### src/rtl/core/fss_pkg.sv
package fss_pkg;

   // Field widths of the request and response items.
   localparam int COORD_W    = 16;
   localparam int QUAL_W     = 16;
   localparam int SUM_W      = 32;
   localparam int CFG_W      = 12;
   localparam int THR_W      = 2 * CFG_W;
   localparam int OUT_IDX_W  = 6;
   localparam int PROD_W     = 2 * COORD_W;
   localparam int SQ_W       = PROD_W + 1;
   localparam int EXT_W      = SQ_W + 1;
   localparam int REQ_DATA_W = 3 * COORD_W;
   localparam int RSP_DATA_W = 8;

   localparam logic [CFG_W-1:0] MIN_DIST_RESET = 12'd10;
   localparam logic [SUM_W-1:0] SUM_MAX        = {SUM_W{1'b1}};

   // Sequencer states.
   typedef enum logic [2:0] {
      ST_IDLE,
      ST_MUL_X,
      ST_MUL_Y,
      ST_ACCUM,
      ST_UPDATE,
      ST_FINISH,
      ST_SCAN,
      ST_DRAIN
   } state_type;

   // Control of the shared squaring unit.
   typedef struct packed {
      logic sel_y;
      logic load;
      logic accum;
   } dist_ctl_type;

   // Control of the selection scan.
   typedef struct packed {
      logic clear;
      logic step;
   } sel_ctl_type;

   // Adds a distance to a distance sum, saturating at the all-ones value.
   function automatic logic [SUM_W-1:0] sat_add(input logic [SUM_W-1:0] s,
                                                 input logic [SQ_W-1:0]  d);
      logic [EXT_W-1:0] t;
      t = EXT_W'(s) + EXT_W'(d);
      return (t > EXT_W'(SUM_MAX)) ? SUM_MAX : t[SUM_W-1:0];
   endfunction

endpackage

### src/rtl/core/fss_select.sv
module fss_select #(
   parameter int IDX_W = 6
) (
   input  logic                        clock,
   input  logic                        reset,
   input  fss_pkg::sel_ctl_type        ctl,
   input  logic [IDX_W-1:0]            idx,
   input  logic [fss_pkg::QUAL_W-1:0]  rd_q,
   input  logic [fss_pkg::SUM_W-1:0]   rd_sum,
   input  logic                        rd_flag,
   output logic                        found,
   output logic [IDX_W-1:0]            best_idx
);

   logic                       found_ff;
   logic                       found_in;
   logic [fss_pkg::QUAL_W-1:0] best_q_ff;
   logic [fss_pkg::SUM_W-1:0]  best_sum_ff;
   logic [IDX_W-1:0]           best_idx_ff;
   logic                       better;

   // A contest member wins on lower quality, then on smaller distance sum.
   // Strict compares keep the earlier entry on a full tie.
   always_comb begin
      better = rd_flag && (!found_ff || (rd_q < best_q_ff) ||
                           ((rd_q == best_q_ff) && (rd_sum < best_sum_ff)));
      found_in = found_ff;
      if (ctl.clear) begin
         found_in = 1'b0;
      end else if (ctl.step && better) begin
         found_in = 1'b1;
      end
   end

   always_ff @(posedge clock) begin
      if (reset) begin
         found_ff <= 1'b0;
      end else begin
         found_ff <= found_in;
      end
   end

   // The best candidate so far.
   always_ff @(posedge clock) begin
      if (ctl.step && better) begin
         best_q_ff   <= rd_q;
         best_sum_ff <= rd_sum;
         best_idx_ff <= idx;
      end
   end

   assign found    = found_ff;
   assign best_idx = best_idx_ff;

endmodule

### config.mk
export PLATFORM = sky130hd
export DESIGN_NAME = fss_select
export DESIGN_NICKNAME = d
export VERILOG_FILES = /design/src/rtl/core/fss_pkg.sv /design/src/rtl/core/fss_select.sv
export SDC_FILE = /design/constraint.sdc
export NUM_CORES = 1
export LEC_CHECK = 0
export BUFFER_PORTS_ARGS = -buffer_cell sky130_fd_sc_hd__buf_2
export CORE_AREA = 2 2 76 78
export DETAILED_ROUTE_END_ITERATION = 12
export DIE_AREA = 0 0 78 80
export PLACE_DENSITY_LB_ADDON = 0.12
export SYNTH_ARGS = -nofsm -noshare
export SYNTH_HDL_FRONTEND = slang
export SYNTH_SLANG_ARGS = --single-unit
### constraint.sdc
create_clock -name clock -period 13.2 [get_ports clock]
set_input_delay 3.3 -clock clock [delete_from_list [all_inputs] [get_ports clock]]
set_output_delay 3.3 -clock clock [all_outputs]
set_load 0.005 [all_outputs]
# After elaboration in Yosys (flattened, before gate mapping)
# Index checks and enable logic that the tools add are counted.
# op_classes
n_addsub	0
multipliers	0
div_mod_pow	0
n_lt_le_gt_ge	2
n_eq_ne	1
shift	0
mux	0
bitwise_logic	0
n_reduce_logical	7
# op_table
operator	count
$lt 32x32->1	1
$eq 16x16->1	1
$lt 16x16->1	1
$logic_and 1x1->1	3
$logic_or 1x1->1	2
$reduce_or 2->1	1
$logic_not 1->1	1
# totals
regBits	55
latchBits	0
ram_bits	0
rom_bits	0
in_bits	59
mem_count	0

# Logic depth before layout (Yosys ltp)
# depth
depth_word	5
ltp_mapped	8
depth_no_buf	8

# Worst setup path before layout
# Ideal clock, no wire load.
# synth_timing
path_type	input to register
startpoint	in rd_sum[9] (netlist name)
endpoint	reg best_idx_ff[0] (netlist: best_idx[0]) (enable)
setup_ns	0.546
t_arrival_ns	8.341
required_time_ns	12.654
setup_slack_ns	4.312
cell_stages	7
n_path_buf	0
path_cell_list	ha_1 > a21o_1 > nand3_1 > a21oi_2 > a2111oi_4 > a21oi_1 > o31ai_1
# synth_via
elab_chain_len	5
# synth_rtl
item	line	text
start: declaration	fss_select.sv:9	input logic [fss_pkg::SUM_W-1:0] rd_sum,
$lt 32x32->1	fss_select.sv:26	((rd_q == best_q_ff) && (rd_sum < best_sum_ff)));
$logic_and 1x1->1	fss_select.sv:26	
$logic_or 1x1->1	fss_select.sv:25	better = rd_flag && (!found_ff || (rd_q < best_q_ff) ||
$logic_and 1x1->1	fss_select.sv:25	
$logic_and 1x1->1	fss_select.sv:45	if (ctl.step && better) begin
end signal: assignment	fss_select.sv:48	best_idx_ff <= idx;
end: declaration	fss_select.sv:19	logic [IDX_W-1:0] best_idx_ff;
# No other way between the ends.
# A chain may end at the register's enable or synchronous reset.

# Final worst setup path
# layout_timing
startpoint	in rd_sum[21] (netlist name)
endpoint	reg best_sum_ff[26] (netlist name) (enable)
# layout_via
elab_chain_len	5
# layout_rtl
item	line	text
$lt 32x32->1	fss_select.sv:26	
$logic_and 1x1->1	fss_select.sv:26	
$logic_or 1x1->1	fss_select.sv:25	
$logic_and 1x1->1	fss_select.sv:25	
$logic_and 1x1->1	fss_select.sv:45	
end signal: assignment	fss_select.sv:47	best_sum_ff <= rd_sum;
end: declaration	fss_select.sv:18	logic [fss_pkg::SUM_W-1:0] best_sum_ff;
# No other way between the ends.

==> flow_summary.json <==
{
  "place_congestion": 0.7525,
  "ir_drop_mv": 0.07794,
  "clkPwrFrac": 0.263,
  "setup_tns_ps": 0,
  "p_leak_nw": 1.577,
  "grt.busiest_layer": "met2",
  "grt_pass1_wl_mm": 7.548,
  "globalRouteTotalUtil": 0.1577,
  "viasPerCell": 5.104,
  "fp.dieW_um": 78,
  "fin_crit_ps": 5928,
  "antenna_found_initial": 0,
  "worst_setup_path_end_kind": "flop",
  "synth_warnings": 0,
  "dr.pass1.iters": 4,
  "post-route-drc-count": 0,
  "outcome": "finished clean",
  "synthMuxAreaShare": 0,
  "crit_path_start_kind": "primary input",
  "fin_ws_ps": 7272,
  "netlist_instances": 221,
  "swShare": 0.2265,
  "grt_start_max_net_pins": 41,
  "die_height_um": 80,
  "cts.clk_slew.worst_paths_ps": 90,
  "design_area_um2": 3396,
  "yosys.area.top_type": "edfxtp_1",
  "cts_buffers": 5,
  "area_growth_pct": 18.00,
  "p_sw_mw": 0.07555,
  "cts_sinks": 55,
  "grt.overflow.total": 0,
  "seqPwrFrac": 0.606,
  "synth-simple-area-share": 0.06130,
  "synthTopCellsByArea": "edfxtp_1 56%, ha_1 20%, inv_1 6.3%",
  "clock_skew_ps": 3.996,
  "grt_pass1_vias": 1736,
  "yosysSeqAreaShare": 0.5704,
  "rsz0062_at_grt": "no",
  "start_util": 0.5324,
  "worstPathArrival_ps": 5880,
  "synth_area_um2": 2878,
  "wl_per_cell_um": 12.69,
  "cts_root_buf": "clkbuf_8",
  "ys_types": 29,
  "yosys.area_share.xor_xnor": 0,
  "max_freq_ghz": 0.1687,
  "syn_nets": 327,
  "max_slew_margin": 0.4123,
  "finalCritPeriodShare": 0.4491,
  "met1_usage": 0.2000,
  "drtAntennaViolNets": 0,
  "worst_pin_slew_ps": 859.3,
  "synth_adder_area_share": 0.2043,
  "gr-usage-met2": 0.2621,
  "portBuffers": 65,
  "layout.cells.non_filler": 367,
  "p_int_mw": 0.2580,
  "hpwl_mm": 3.759,
  "path_class": "primary input to flop",
  "num_antenna_cells": 0,
  "drv_cap": 0,
  "hold_buffers": 0,
  "cts_tree": "done",
  "hold_depth": 2,
  "synth_top_area_share": 0.5635,
  "finalHoldViolCount": 0,
  "synth_compound_area_frac": 0.1013,
  "dp.cells": 359,
  "num-nets-final": 400,
  "syn_area_per_cell_um2": 13.02,
  "power_mw": 0.3336,
  "postCtsSetupBuffers": 0,
  "dp_slack_ps": 6831,
  "clockBufferDepth": 2,
  "crit_fanout": 40,
  "p_comb_frac": 0.131,
  "core_area_um2": 5405,
  "cts.htree.levels": 2,
  "r2r_cells": 9,
  "drive_gt1_frac": 0.2712,
  "die_area_um2": 6240,
  "drt_wl_total_mm": 4.657,
  "clkLatencyLatePin_ps": 300,
  "setup_viol": 0,
  "grtUsageMet3": 0.04072,
  "cts-resized-gates": 0,
  "rows": 27,
  "io_pins": 66,
  "place_area_um2": 3314,
  "slew_viol_final": 0,
  "synth_top_family_by_area": "adder cells",
  "p_per_area_nw_per_um2": 98.24,
  "ys_ff_latch": 55,
  "vias": 1873,
  "hold_path.class": "flop to flop",
  "required_ps": 13150,
  "drt_iter0_markers": 55
}
-- layer usage --
metal  part of all wire  wire, um
met4              0.014        63
met5                  0         0
met3              0.039       181
met2               0.49      2266
met1               0.46      2145
-- cell usage in the layout (no fill, tap or decap), drive strengths merged, types with 7 or more instances in the layout --
cell type and instances:
nand2 8, nand4 9, edfxtp 54, ha 47, clkbuf 7, buf 66, a21oi 18, inv 48
-- sequential cells by signal (all words and copies together), names as in the netlist --
signal,flops
best_idx,6
found,1
best_sum_ff,32
best_q_ff,16
-- kinds of logic (layout without fill, tap and decap cells) --
family / after synthesis / in the layout
flip-flops: 55 / 55
AND/OR/NAND/NOR: 33 / 33
AO/OA/AOI/OAI: 38 / 38
buffers and inverters: 48 / 122
adder cells (fa/ha/maj): 47 / 47
-- path summary, 6_finish.rpt --
kind | start | endpoint | slack, ps
setup / recovery | rd_sum[21] | best_sum_ff[26]$_DFFE_PP_ | 7270
hold / removal | found$_SDFFE_PP0P_ | found$_SDFFE_PP0P_ | 550
setup reg to reg | best_sum_ff[21]$_DFFE_PP_ | best_sum_ff[26]$_DFFE_PP_ | 10010
hold reg to reg | found$_SDFFE_PP0P_ | found$_SDFFE_PP0P_ | 550
-- layout make-up --
| cell class | instances | area (um^2) |
|---|---|---|
| clock inverters | 1 | 5.005 |
| multi-input cells | 118 | 1070 |
| inverters | 48 | 180.2 |
| clock buffers | 7 | 76.32 |
| flip-flops and latches | 55 | 1642 |
| well taps | 72 | 90.09 |
| repair buffers | 66 | 332.8 |
| fillers | 455 | 2009 |
-- cell usage after synthesis --
| library cell | count |
|---|---|
| o21ai_2 | 1 |
| nand4_1 | 9 |
| a2111oi_1 | 1 |
| a2111oi_4 | 2 |
| a21oi_1 | 17 |
| nand2b_4 | 1 |
| o21ai_1 | 1 |
| o311a_1 | 1 |
| nand2_1 | 8 |
| o211ai_2 | 1 |
| nor4_1 | 1 |
| inv_1 | 48 |
| a2111oi_0 | 2 |
| a211oi_1 | 1 |
| a21boi_0 | 1 |
| nor2_1 | 4 |
| o31ai_1 | 1 |
| dfxtp_1 | 1 |
| nor3_1 | 2 |
| o2111ai_1 | 1 |
| a21oi_2 | 1 |
| nand3_1 | 5 |
| ha_1 | 47 |
| or4_1 | 1 |
| o21ai_0 | 3 |
| nor2b_1 | 2 |
| a21o_1 | 3 |
| a211o_2 | 1 |
| edfxtp_1 | 54 |
-- critical path, cell delays in order --
cell and delay [ps]:
buf_2 100, ha_1 300, a21o_1 180, nand3_1 70
a21oi_1 50, a2111oi_0 420, o2111ai_1 220, o31ai_4 640
buf_4 570
-- stage by stage --
| stage | hold WS (ps) | util |
|---|---|---|
| 3_3_place_gp | 533.3 | 0.6132 |
| 6_report | 551.2 | 0.6282 |
| 4_1_cts | 555.5 | 0.6282 |
| 5_1_grt | 611.2 | 0.6282 |
| 2_1_floorplan | 519.8 | - |
| 3_5_place_dp | 542.1 | 0.6132 |
-- power by group through the flow --
| stage | clock network, mW | registers (mW) | logic (mW) |
|---|---|---|---|
| after floorplan | 0 | 0.207 | 0.0253 |
| after global placement | 0 | 0.206 | 0.0433 |
| after detailed placement | 0 | 0.206 | 0.0443 |
| after CTS | 0.0917 | 0.202 | 0.0446 |
| after global routing | 0.0964 | 0.203 | 0.0506 |
| final | 0.0876 | 0.202 | 0.0437 |
Power figures use the tool's default switching activity.
