File: src/rtl/core/fss_pkg.sv
package fss_pkg;

   // Field widths of the request and response items.
   localparam int COORD_W    = 16;
   localparam int QUAL_W     = 16;
   localparam int SUM_W      = 32;
   localparam int CFG_W      = 12;
   localparam int THR_W      = 2 * CFG_W;
   localparam int OUT_IDX_W  = 6;
   localparam int PROD_W     = 2 * COORD_W;
   localparam int SQ_W       = PROD_W + 1;
   localparam int EXT_W      = SQ_W + 1;
   localparam int REQ_DATA_W = 3 * COORD_W;
   localparam int RSP_DATA_W = 8;

   localparam logic [CFG_W-1:0] MIN_DIST_RESET = 12'd10;
   localparam logic [SUM_W-1:0] SUM_MAX        = {SUM_W{1'b1}};

   // Sequencer states.
   typedef enum logic [2:0] {
      ST_IDLE,
      ST_MUL_X,
      ST_MUL_Y,
      ST_ACCUM,
      ST_UPDATE,
      ST_FINISH,
      ST_SCAN,
      ST_DRAIN
   } state_type;

   // Control of the shared squaring unit.
   typedef struct packed {
      logic sel_y;
      logic load;
      logic accum;
   } dist_ctl_type;

   // Control of the selection scan.
   typedef struct packed {
      logic clear;
      logic step;
   } sel_ctl_type;

   // Adds a distance to a distance sum, saturating at the all-ones value.
   function automatic logic [SUM_W-1:0] sat_add(input logic [SUM_W-1:0] s,
                                                 input logic [SQ_W-1:0]  d);
      logic [EXT_W-1:0] t;
      t = EXT_W'(s) + EXT_W'(d);
      return (t > EXT_W'(SUM_MAX)) ? SUM_MAX : t[SUM_W-1:0];
   endfunction

endpackage

File: src/rtl/core/fss_dist_unit.sv
module fss_dist_unit #(
   parameter int FRAC_BITS = 4
) (
   input  logic                          clock,
   input  fss_pkg::dist_ctl_type         ctl,
   input  logic [fss_pkg::COORD_W-1:0]   mem_x,
   input  logic [fss_pkg::COORD_W-1:0]   mem_y,
   input  logic [fss_pkg::COORD_W-1:0]   pt_x,
   input  logic [fss_pkg::COORD_W-1:0]   pt_y,
   output logic [fss_pkg::SQ_W-1:0]      sq_dist
);

   localparam int SQ_SHIFT = 2 * FRAC_BITS;
   localparam logic [fss_pkg::SQ_W-1:0] SQ_HALF = fss_pkg::SQ_W'((1 << SQ_SHIFT) >> 1);

   logic [fss_pkg::COORD_W-1:0] op_a;
   logic [fss_pkg::COORD_W-1:0] op_b;
   logic [fss_pkg::COORD_W-1:0] op_diff;
   logic [fss_pkg::PROD_W-1:0]  prod_in;
   logic [fss_pkg::PROD_W-1:0]  prod_ff;
   logic [fss_pkg::SQ_W-1:0]    acc_in;
   logic [fss_pkg::SQ_W-1:0]    acc_ff;

   // The single multiplier squares either the x or the y difference.
   always_comb begin
      op_a    = ctl.sel_y ? mem_y : mem_x;
      op_b    = ctl.sel_y ? pt_y  : pt_x;
      op_diff = (op_a > op_b) ? (op_a - op_b) : (op_b - op_a);
      prod_in = fss_pkg::PROD_W'(op_diff) * fss_pkg::PROD_W'(op_diff);
   end

   // The accumulator starts with the x square plus the rounding half, then adds y.
   always_comb begin
      acc_in = acc_ff;
      if (ctl.load) begin
         acc_in = fss_pkg::SQ_W'(prod_ff) + SQ_HALF;
      end else if (ctl.accum) begin
         acc_in = acc_ff + fss_pkg::SQ_W'(prod_ff);
      end
   end

   always_ff @(posedge clock) begin
      prod_ff <= prod_in;
      acc_ff  <= acc_in;
   end

   // Rounded squared distance in whole pixels squared.
   assign sq_dist = acc_ff >> SQ_SHIFT;

endmodule

File: config.mk
export PLATFORM = sky130hd
export DESIGN_NAME = fss_dist_unit
export DESIGN_NICKNAME = d
export VERILOG_FILES = /design/src/rtl/core/fss_pkg.sv /design/src/rtl/core/fss_dist_unit.sv
export SDC_FILE = /design/constraint.sdc
export NUM_CORES = 1
export LEC_CHECK = 0
export BUFFER_PORTS_ARGS = -buffer_cell sky130_fd_sc_hd__buf_2
export CAP_MARGIN = 40
export CORE_ASPECT_RATIO = 1.2
export CORE_MARGIN = 2
export CORE_UTILIZATION = 25
export CTS_CLUSTER_DIAMETER = 100
export DETAILED_ROUTE_END_ITERATION = 6
export PLACE_DENSITY = 0.47
export SYNTH_ARGS = -nofsm -noshare
export SYNTH_HDL_FRONTEND = slang
export SYNTH_SLANG_ARGS = --single-unit
File: constraint.sdc
create_clock -name clock -period 15.6 [get_ports clock]
set_input_delay 0 -clock clock [delete_from_list [all_inputs] [get_ports clock]]
set_output_delay 0 -clock clock [all_outputs]
set_load 0.02 [all_outputs]
Word-level counts from Yosys, hierarchy flattened --
Cells that the tools add are included. Widths: inputs -> output; s select.
Operators by class: order comparisons 1, $add $sub $neg 4, reduce and logical (&&, ||, !) cells 1, multipliers 1, muxes and demuxes 5
Operators by type and width (count):
- $mux 33 | 2
- $mux 16 | 3
- $add 32x8->33 const B | 1
- $add 33x32->33 | 1
- $mul 16x16->32 | 1
- $sub 16x16->16 | 2
- $gt 16x16->1 | 1
- $reduce_bool 2->1 | 1
Storage, ports and cells: flip-flop bits (word level) 65, logic and storage cells 14, input bits 68

Longest topological paths before layout --
Gate-level depths: netlist of the first run.
word-level depth 4, depth in mapped cells 40, depth with buffers taken out 37

Least setup slack after synthesis of the first run --
OpenSTA, ideal clock, no wires.
path kind input to register, start point input port ctl[2] (netlist name), end point register prod_ff[31] (netlist name), arrival time 9077 ps, data required time 15466 ps, setup slack 6389 ps, cell stages on the path 35, path through clkbuf_1 > buf_1 > mux2i_1 > inv_1 > ha_1 > nand4_1 > or4_4 > o21ai_0 > nand2_2 > buf_4 > mux2i_1 > xnor2_1 > clkinv_1 > nand2_1 > inv_1 > fa_1 > inv_1 > fa_1 > inv_1 > fa_1 > fa_1 > fa_1 > inv_1 > fa_1 > inv_1 > ha_1 > a21oi_1 > o21ai_0 > a221oi_1 > a311oi_1 > a41o_1 > o41a_1 > a221o_1 > a21oi_1 > xor2_1
On the way: cells in the longest elaborated chain, start to end 4, elaborated cells between the ends (all ways) 7
Ends and longest elaborated chain:
- start, declared | RTL line fss_dist_unit.sv:5 | input fss_pkg::dist_ctl_type ctl,
- $mux 16, on equally long branches | RTL line fss_dist_unit.sv:27, fss_dist_unit.sv:26
- $sub 16x16->16 or $gt 16x16->1 (tied branches) | RTL line fss_dist_unit.sv:28 | op_diff = (op_a > op_b) ? (op_a - op_b) : (op_b - op_a);
- $mux 16 (*) | RTL line fss_dist_unit.sv:28
- $mul 16x16->32 (*) | RTL line fss_dist_unit.sv:29 | prod_in = fss_pkg::PROD_W'(op_diff) * fss_pkg::PROD_W'(op_diff);
- via prod_in (one bit) | RTL line fss_dist_unit.sv:19 | logic [fss_pkg::PROD_W-1:0] prod_in;
- end signal, assigned | RTL line fss_dist_unit.sv:43 | prod_ff <= prod_in;
- end, declared | RTL line fss_dist_unit.sv:20 | logic [fss_pkg::PROD_W-1:0] prod_ff;
Mark *: on every way through the listed nets, which the timed path passes. The rest lies on a longest branch. A chain may end at the register's enable or synchronous reset.

Worst setup path in the final report of the first run --
Ends and elaborated chain as after synthesis.

==> run_results.csv, run 1 <==
group,metric,value,unit
route,wl_per_cell,14.44,um
finish,multi_input_area,10220,um^2
yosys,synth_compound_area_frac,0.1293,
yosys,post_synth_mux_area_share,0.03643,
yosys,netlist.top_cell.by_area,"fa_1",
yosys,ys_warn_count,0,
floorplan,start_util,0.2541,
cts,cts_setup_buffers,0,
global_routing,grt_pass1_wl,54.47,mm
min_path,hold_start,"ctl[0]",
place,portBuffers,92,
sta,tns,0,ps
sta,finalHoldViolCount,0,
sta,skew,7.025,ps
sta,worst_pin_slew,935.6,ps
floorplan,fp.dieW,215.3,um
sta,post-route-min-period,10580,ps
yosys,ys_seq_area_frac,0.1203,
global_routing,grt_usage,0.1201,
route,drc_errors,0,
yosys,synth_top_family_by_area,"adder cells",
global_routing,antenna_found_initial,0,
route,ant_nets,0,
setup_path,crit_path_top_delay_cell,"xnor2_1",
yosys,synth_ff_type,"edfxtp_1",
global_routing,grt_pass1_vias,10650,
cts,ctsLongestPathBuffers,2,
yosys,synth_area_per_cell,8.620,um^2
yosys,synth-edff-count,33,
setup_path,crit_start,"ctl[2]",
yosys,syn_area,13400,um^2
floorplan,row_count,92,
cts,clk_latency,350,ps
setup_path,worstReg2RegStart,"acc_ff[0]$_DFFE_PP_",
route,num_vias,10280,
yosys,yosys.area_share.adder,0.3960,
yosys,synth_cells,1554,
setup_path,crit_type,"in2reg",
cts,holdBufCountCts,0,
floorplan,die_y,257.6,um
finish,nets,1990,
route,vias_per_cell,4.455,
cts,cts_inserted_buffers,9,
setup_path,cp.required,15790,ps
sta,fmax,0.09454,GHz
route,wl,33.31,mm
setup_path,start_kind,"input pin",
global_routing,overflow,0,
global_routing,grt_max_degree,69,
sta,relSlewSlack,0.3718,
finish,n_antenna_cell,0,
min_path,hp-class,"in2reg",
yosys,async_reset_ff_frac,0,
finish,regArea,1612,um^2
finish,drive_above_1_share,0.09238,
sta,fin_crit_sh,0.6780,
cts,ctsHtreeMaxLevel,3,
finish,fillers,5756,
job,maxCapViolCount,0,
yosys,synth-simple-area-share,0.1334,
finish,syn_to_final_growth,9.985,%
sta,rsz0062_at_grt,"no",
floorplan,num_io_pins,101,
floorplan,die-area,55460,um^2
setup_path,cp-end-kind,"flop",
setup_path,path_max_fanout,18,
place,hpwl,28.35,mm
yosys,synth_seq_cells,64,
sta,setup_violations,0,
cts,cts_resized,0,
yosys,synth_cell_types,79,
yosys,synth_top_area_share,0.2466,
route,drt_iter0_drc,444,
route,dr.pass1.iters,5,
setup_path,cpPeakStageDelay,770,ps
place,gp_congestion,0.8572,
cts,cts-root-buf,"clkbuf_16",
yosys,synth_area_leaders,"fa_1 (25%), ha_1 (15%), inv_1 (8.1%)",
run_status,status,"finished clean",
cts,clk_pin_slew,50,ps
sta,drv_slew,0,
finish,layout_common_cells,"inv_1 (289), fa_1 (165), ha_1 (160)",
cts,tritoncts,"done",
cts,clock_sinks,64,
finish,final_common_cell,"inv_1",
setup_path,arrival,10770,ps
floorplan,core_area,52720,um^2
yosys,synth_xor_area_frac,0.06566,
## sequential cells by signal (all words and copies together), names as in the netlist
| register | cells |
|---|---|
| acc_ff | 33 |
| prod_ff | 31 |
## cell families after synthesis
logic type | after synthesis
compound gates | 264
fa+ha+maj | 325
simple gates | 384
xor+xnor | 97
other cells | 1
mux | 47
flops | 64
buf+inv | 372
## synth_stat cells, types with 4 or more instances
cell and instances:
a31o_2 4, xnor2_1 62, o311ai_0 5, buf_4 38, nor4_1 4, o21ai_0 55, o31ai_1 5, or3_1 7
fa_1 165, a21o_1 38, and2_1 18, a21oi_1 74, a211oi_1 6, nor3_1 16, o21bai_1 10, nor2_1 94
ha_1 160, o21a_1 16, nand4_1 12, nand2b_1 12, nor2b_1 5, a31oi_1 6, and3_1 20, o211ai_1 5
buf_6 4, nand3_1 39, buf_2 16, nand2_1 140, mux2_2 4, clkbuf_1 20, inv_1 289, xor2_1 31
mux2i_1 42, edfxtp_1 33, dfxtp_1 31
## stage by stage
step | setup slack [ps] | std cells | util | hold WS, ps | area [um^2]
3_3_place_gp | 4759 | 2287 | 0.2720 | 514.7 | 14340
2_1_floorplan | 6389 | 1561 | - | 399.7 | 13420
3_5_place_dp | 4707 | 2291 | 0.2734 | 510.9 | 14410
5_1_grt | 4413 | 2307 | 0.2795 | 360.8 | 14730
4_1_cts | 5047 | 2307 | 0.2795 | 314.1 | 14730
6_report | 5023 | 2307 | 0.2795 | 310.4 | 14730
## cell type report
cell class	count	share of cell area
clock buffer	9	0.01529
clock inverter	7	0.006454
inverter	292	0.07439
multi-input combinational	1125	0.6938
sequential	64	0.1094
tap	705	0.05987
timing repair buffer	105	0.04085
## metal layers
metal | track usage | up-vias | wire length (um)
met4 | 0.03487 | 0 | 601
met1 | 0.1571 | 4919 | 15530
met5 | 0 | - | 0
met3 | 0.01001 | 31 | 1111
li1 | - | 5122 | -
met2 | 0.2113 | 205 | 16060
## critical path: cells and delay by family
family | cells | cell delay [ps]
multiplexers | 2 | 490
AO/OA/AOI/OAI | 8 | 2040
buffers and inverters | 9 | 1610
AND/OR/NAND/NOR | 5 | 1530
XOR/XNOR | 2 | 940
adder cells (fa/ha/maj) | 8 | 4140
## path summary, 6_finish.rpt
kind	to	slack [ps]	cells past startpoint
worst min register to register	acc_ff[4]$_DFFE_PP_	560	2
worst max register to register	acc_ff[26]$_DFFE_PP_	11850	11
worst max-delay path	prod_ff[31]$_DFF_P_	5020	34
worst min-delay path	acc_ff[20]$_DFFE_PP_	310	2
Power of run 1 is left out: the tool's default activity adds up to more than one toggle a clock period on the data nets, which glitch-free logic cannot reach.
==> run 2: changes to the inputs <==
==> constraint.sdc (replaced) <==
create_clock -name clock -period 10.6 [get_ports clock]
set_input_delay 0 -clock clock [delete_from_list [all_inputs] [get_ports clock]]
set_output_delay 0 -clock clock [all_outputs]
set_load 0.02 [all_outputs]
==> run 2 against run 1 <==
Effect of this change: sequential share of layout area is essentially flat; wire length increased by 1.3%; die area unchanged; via count is 0.12% lower; flip-flop and latch count is the same; cell area grew 0.19%; first-iteration DRC count decreased by 15%; register-to-register slack worse by 4800 ps; final cell count rose by 0.35%; highest routed layer unchanged.
==> run_results.csv, run 2 (synthesis results as in run 1) <==
group,metric,value,unit
setup_path,start_kind,"input pin",
route,dr.pass1.iters,4,
route,num_vias,10270,
job,maxCapViolCount,0,
run_status,status,"finished clean",
global_routing,antenna_found_initial,0,
sta,skew,8.461,ps
setup_path,crit_start,"ctl[2]",
global_routing,grt_pass1_wl,55.96,mm
global_routing,overflow,0,
floorplan,core_area,52720,um^2
sta,worst_pin_slew,866.6,ps
setup_path,crit_type,"in2reg",
finish,n_antenna_cell,0,
finish,layout_common_cells,"inv_1 (289), fa_1 (165), ha_1 (160)",
cts,clk_latency,350,ps
sta,fin_crit_sh,0.9031,
cts,holdBufCountCts,0,
sta,rsz0062_at_grt,"no",
place,dp.cells,2299,
min_path,hold_start,"ctl[0]",
route,vias_per_cell,4.434,
floorplan,num_io_pins,101,
finish,fillers,5768,
finish,top_register,"acc_ff",
finish,instances_no_fill,2315,
finish,regArea,1612,um^2
finish,largest_reg_flops,33,
global_routing,grt_usage,0.1231,
route,ant_nets,0,
finish,reg.largest.list,"acc_ff: 33 flops, prod_ff: 31 flops",
cts,ctsLongestPathBuffers,2,
cts,tritoncts,"done",
sta,relSlewSlack,0.4169,
setup_path,crit_path_top_delay_cell,"o21ai_1",
cts,cts_resized,0,
place,portBuffers,92,
finish,final_common_cell,"inv_1",
finish,syn_to_final_growth,10.19,%
route,wl_per_cell,14.58,um
setup_path,rrSetupSlack,7050,ps
floorplan,die-area,55460,um^2
setup_path,arrival,9760,ps
setup_path,ff2ff_path_depth,12,
sta,drv_slew,0,
cts,clk_pin_slew,50,ps
setup_path,cp.required,10790,ps
place,hpwl,28.86,mm
finish,nets,1998,
setup_path,cpPeakStageDelay,630,ps
finish,stdcell_area,14760,um^2
floorplan,die_y,257.6,um
sta,post-route-min-period,9573,ps
cts,clock_sinks,64,
finish,drive_above_1_share,0.09689,
place,gp_congestion,0.8598,
cts,cts_inserted_buffers,9,
finish,fin_util,0.2800,
global_routing,grt_pass1_vias,10870,
floorplan,fp.dieW,215.3,um
setup_path,endpoint,"prod_ff[31]$_DFF_P_",
route,drc_errors,0,
place,placed_area,14460,um^2
global_routing,grt_max_degree,69,
sta,setup_violations,0,
setup_path,critPathMostFrequentCell,"fa_1",
finish,multi_input_area,10220,um^2
cts,cts-root-buf,"clkbuf_16",
route,drt_iter0_drc,376,
sta,tns,0,ps
cts,cts_setup_buffers,0,
setup_path,path_max_fanout,32,
floorplan,row_count,92,
min_path,hp-class,"in2reg",
route,wl,33.75,mm
floorplan,start_util,0.2541,
setup_path,r2r-end,"acc_ff[26]$_DFFE_PP_",
setup_path,cp-end-kind,"flop",
setup_path,worstReg2RegStart,"acc_ff[0]$_DFFE_PP_",
cts,ctsHtreeMaxLevel,3,
sta,finalHoldViolCount,0,
sta,fmax,0.1045,GHz
min_path,hold_depth,2,
==> run 2: changes by cell type in the layout (fill, tap and decap cells not counted) <==
cell / before / now
inv_4: 0 / 1
buf_12: 0 / 1
bufinv_16: 2 / 1
buf_1: 0 / 1
inv_6: 1 / 3
clkinv_1: 3 / 2
clkinv_4: 2 / 0
buf_4: 10 / 18
clkinvlp_4: 0 / 2
buf_6: 1 / 0
clkinv_2: 1 / 0
buf_16: 2 / 1
==> run 2: worst min path at each step <==
stage | slack (ps) | end
after global routing | 340 | acc_ff[27]$_DFFE_PP_
after detailed placement | 510 | sq_dist[3]
after CTS | 320 | acc_ff[21]$_DFFE_PP_
after floorplan | 400 | acc_ff[11]$_DFFE_PP_
final | 300 | acc_ff[21]$_DFFE_PP_
after global placement | 520 | sq_dist[3]
==> run 2: layout make-up <==
type                    instances  share of cell area
multi-input cells            1125              0.6925
flip-flops and latches         64              0.1092
inverters                     292             0.07426
well taps                     705             0.05976
repair buffers                113             0.04382
clock buffers                   9             0.01526
clock inverters                 7            0.005256
==> run 2: critical path: cells and delay by family <==
family | cells | cell delay, ps
adders and majority gates | 8 | 4060
AOI/OAI and AO/OA | 12 | 3360
and+or+nand+nor | 4 | 1350
buffers and inverters | 6 | 550
muxes | 1 | 300
xor gates and xnor gates | 1 | 90
==> run 2: metal layers <==
layer  vias to the layer above  share of wire  GRT usage  wire, um
li1                       5142              -          -         -
met1                      4882           0.47     0.1619     15930
met2                       201           0.48     0.2168     16250
met3                        40          0.026   0.008127       861
met4                         0          0.021    0.03602       705
met5                         -              0          0         0
==> run 2: per-stage QoR <==
stage / worst slack, ps / hold slack [ps]
2_1_floorplan: 1389 / 399.7
3_3_place_gp: 769.1 / 517.4
3_5_place_dp: 708.5 / 512.9
4_1_cts: 1078 / 317.5
5_1_grt: 397.7 / 339.5
6_report: 1027 / 303.4
Power of run 2 is left out for the same reason.
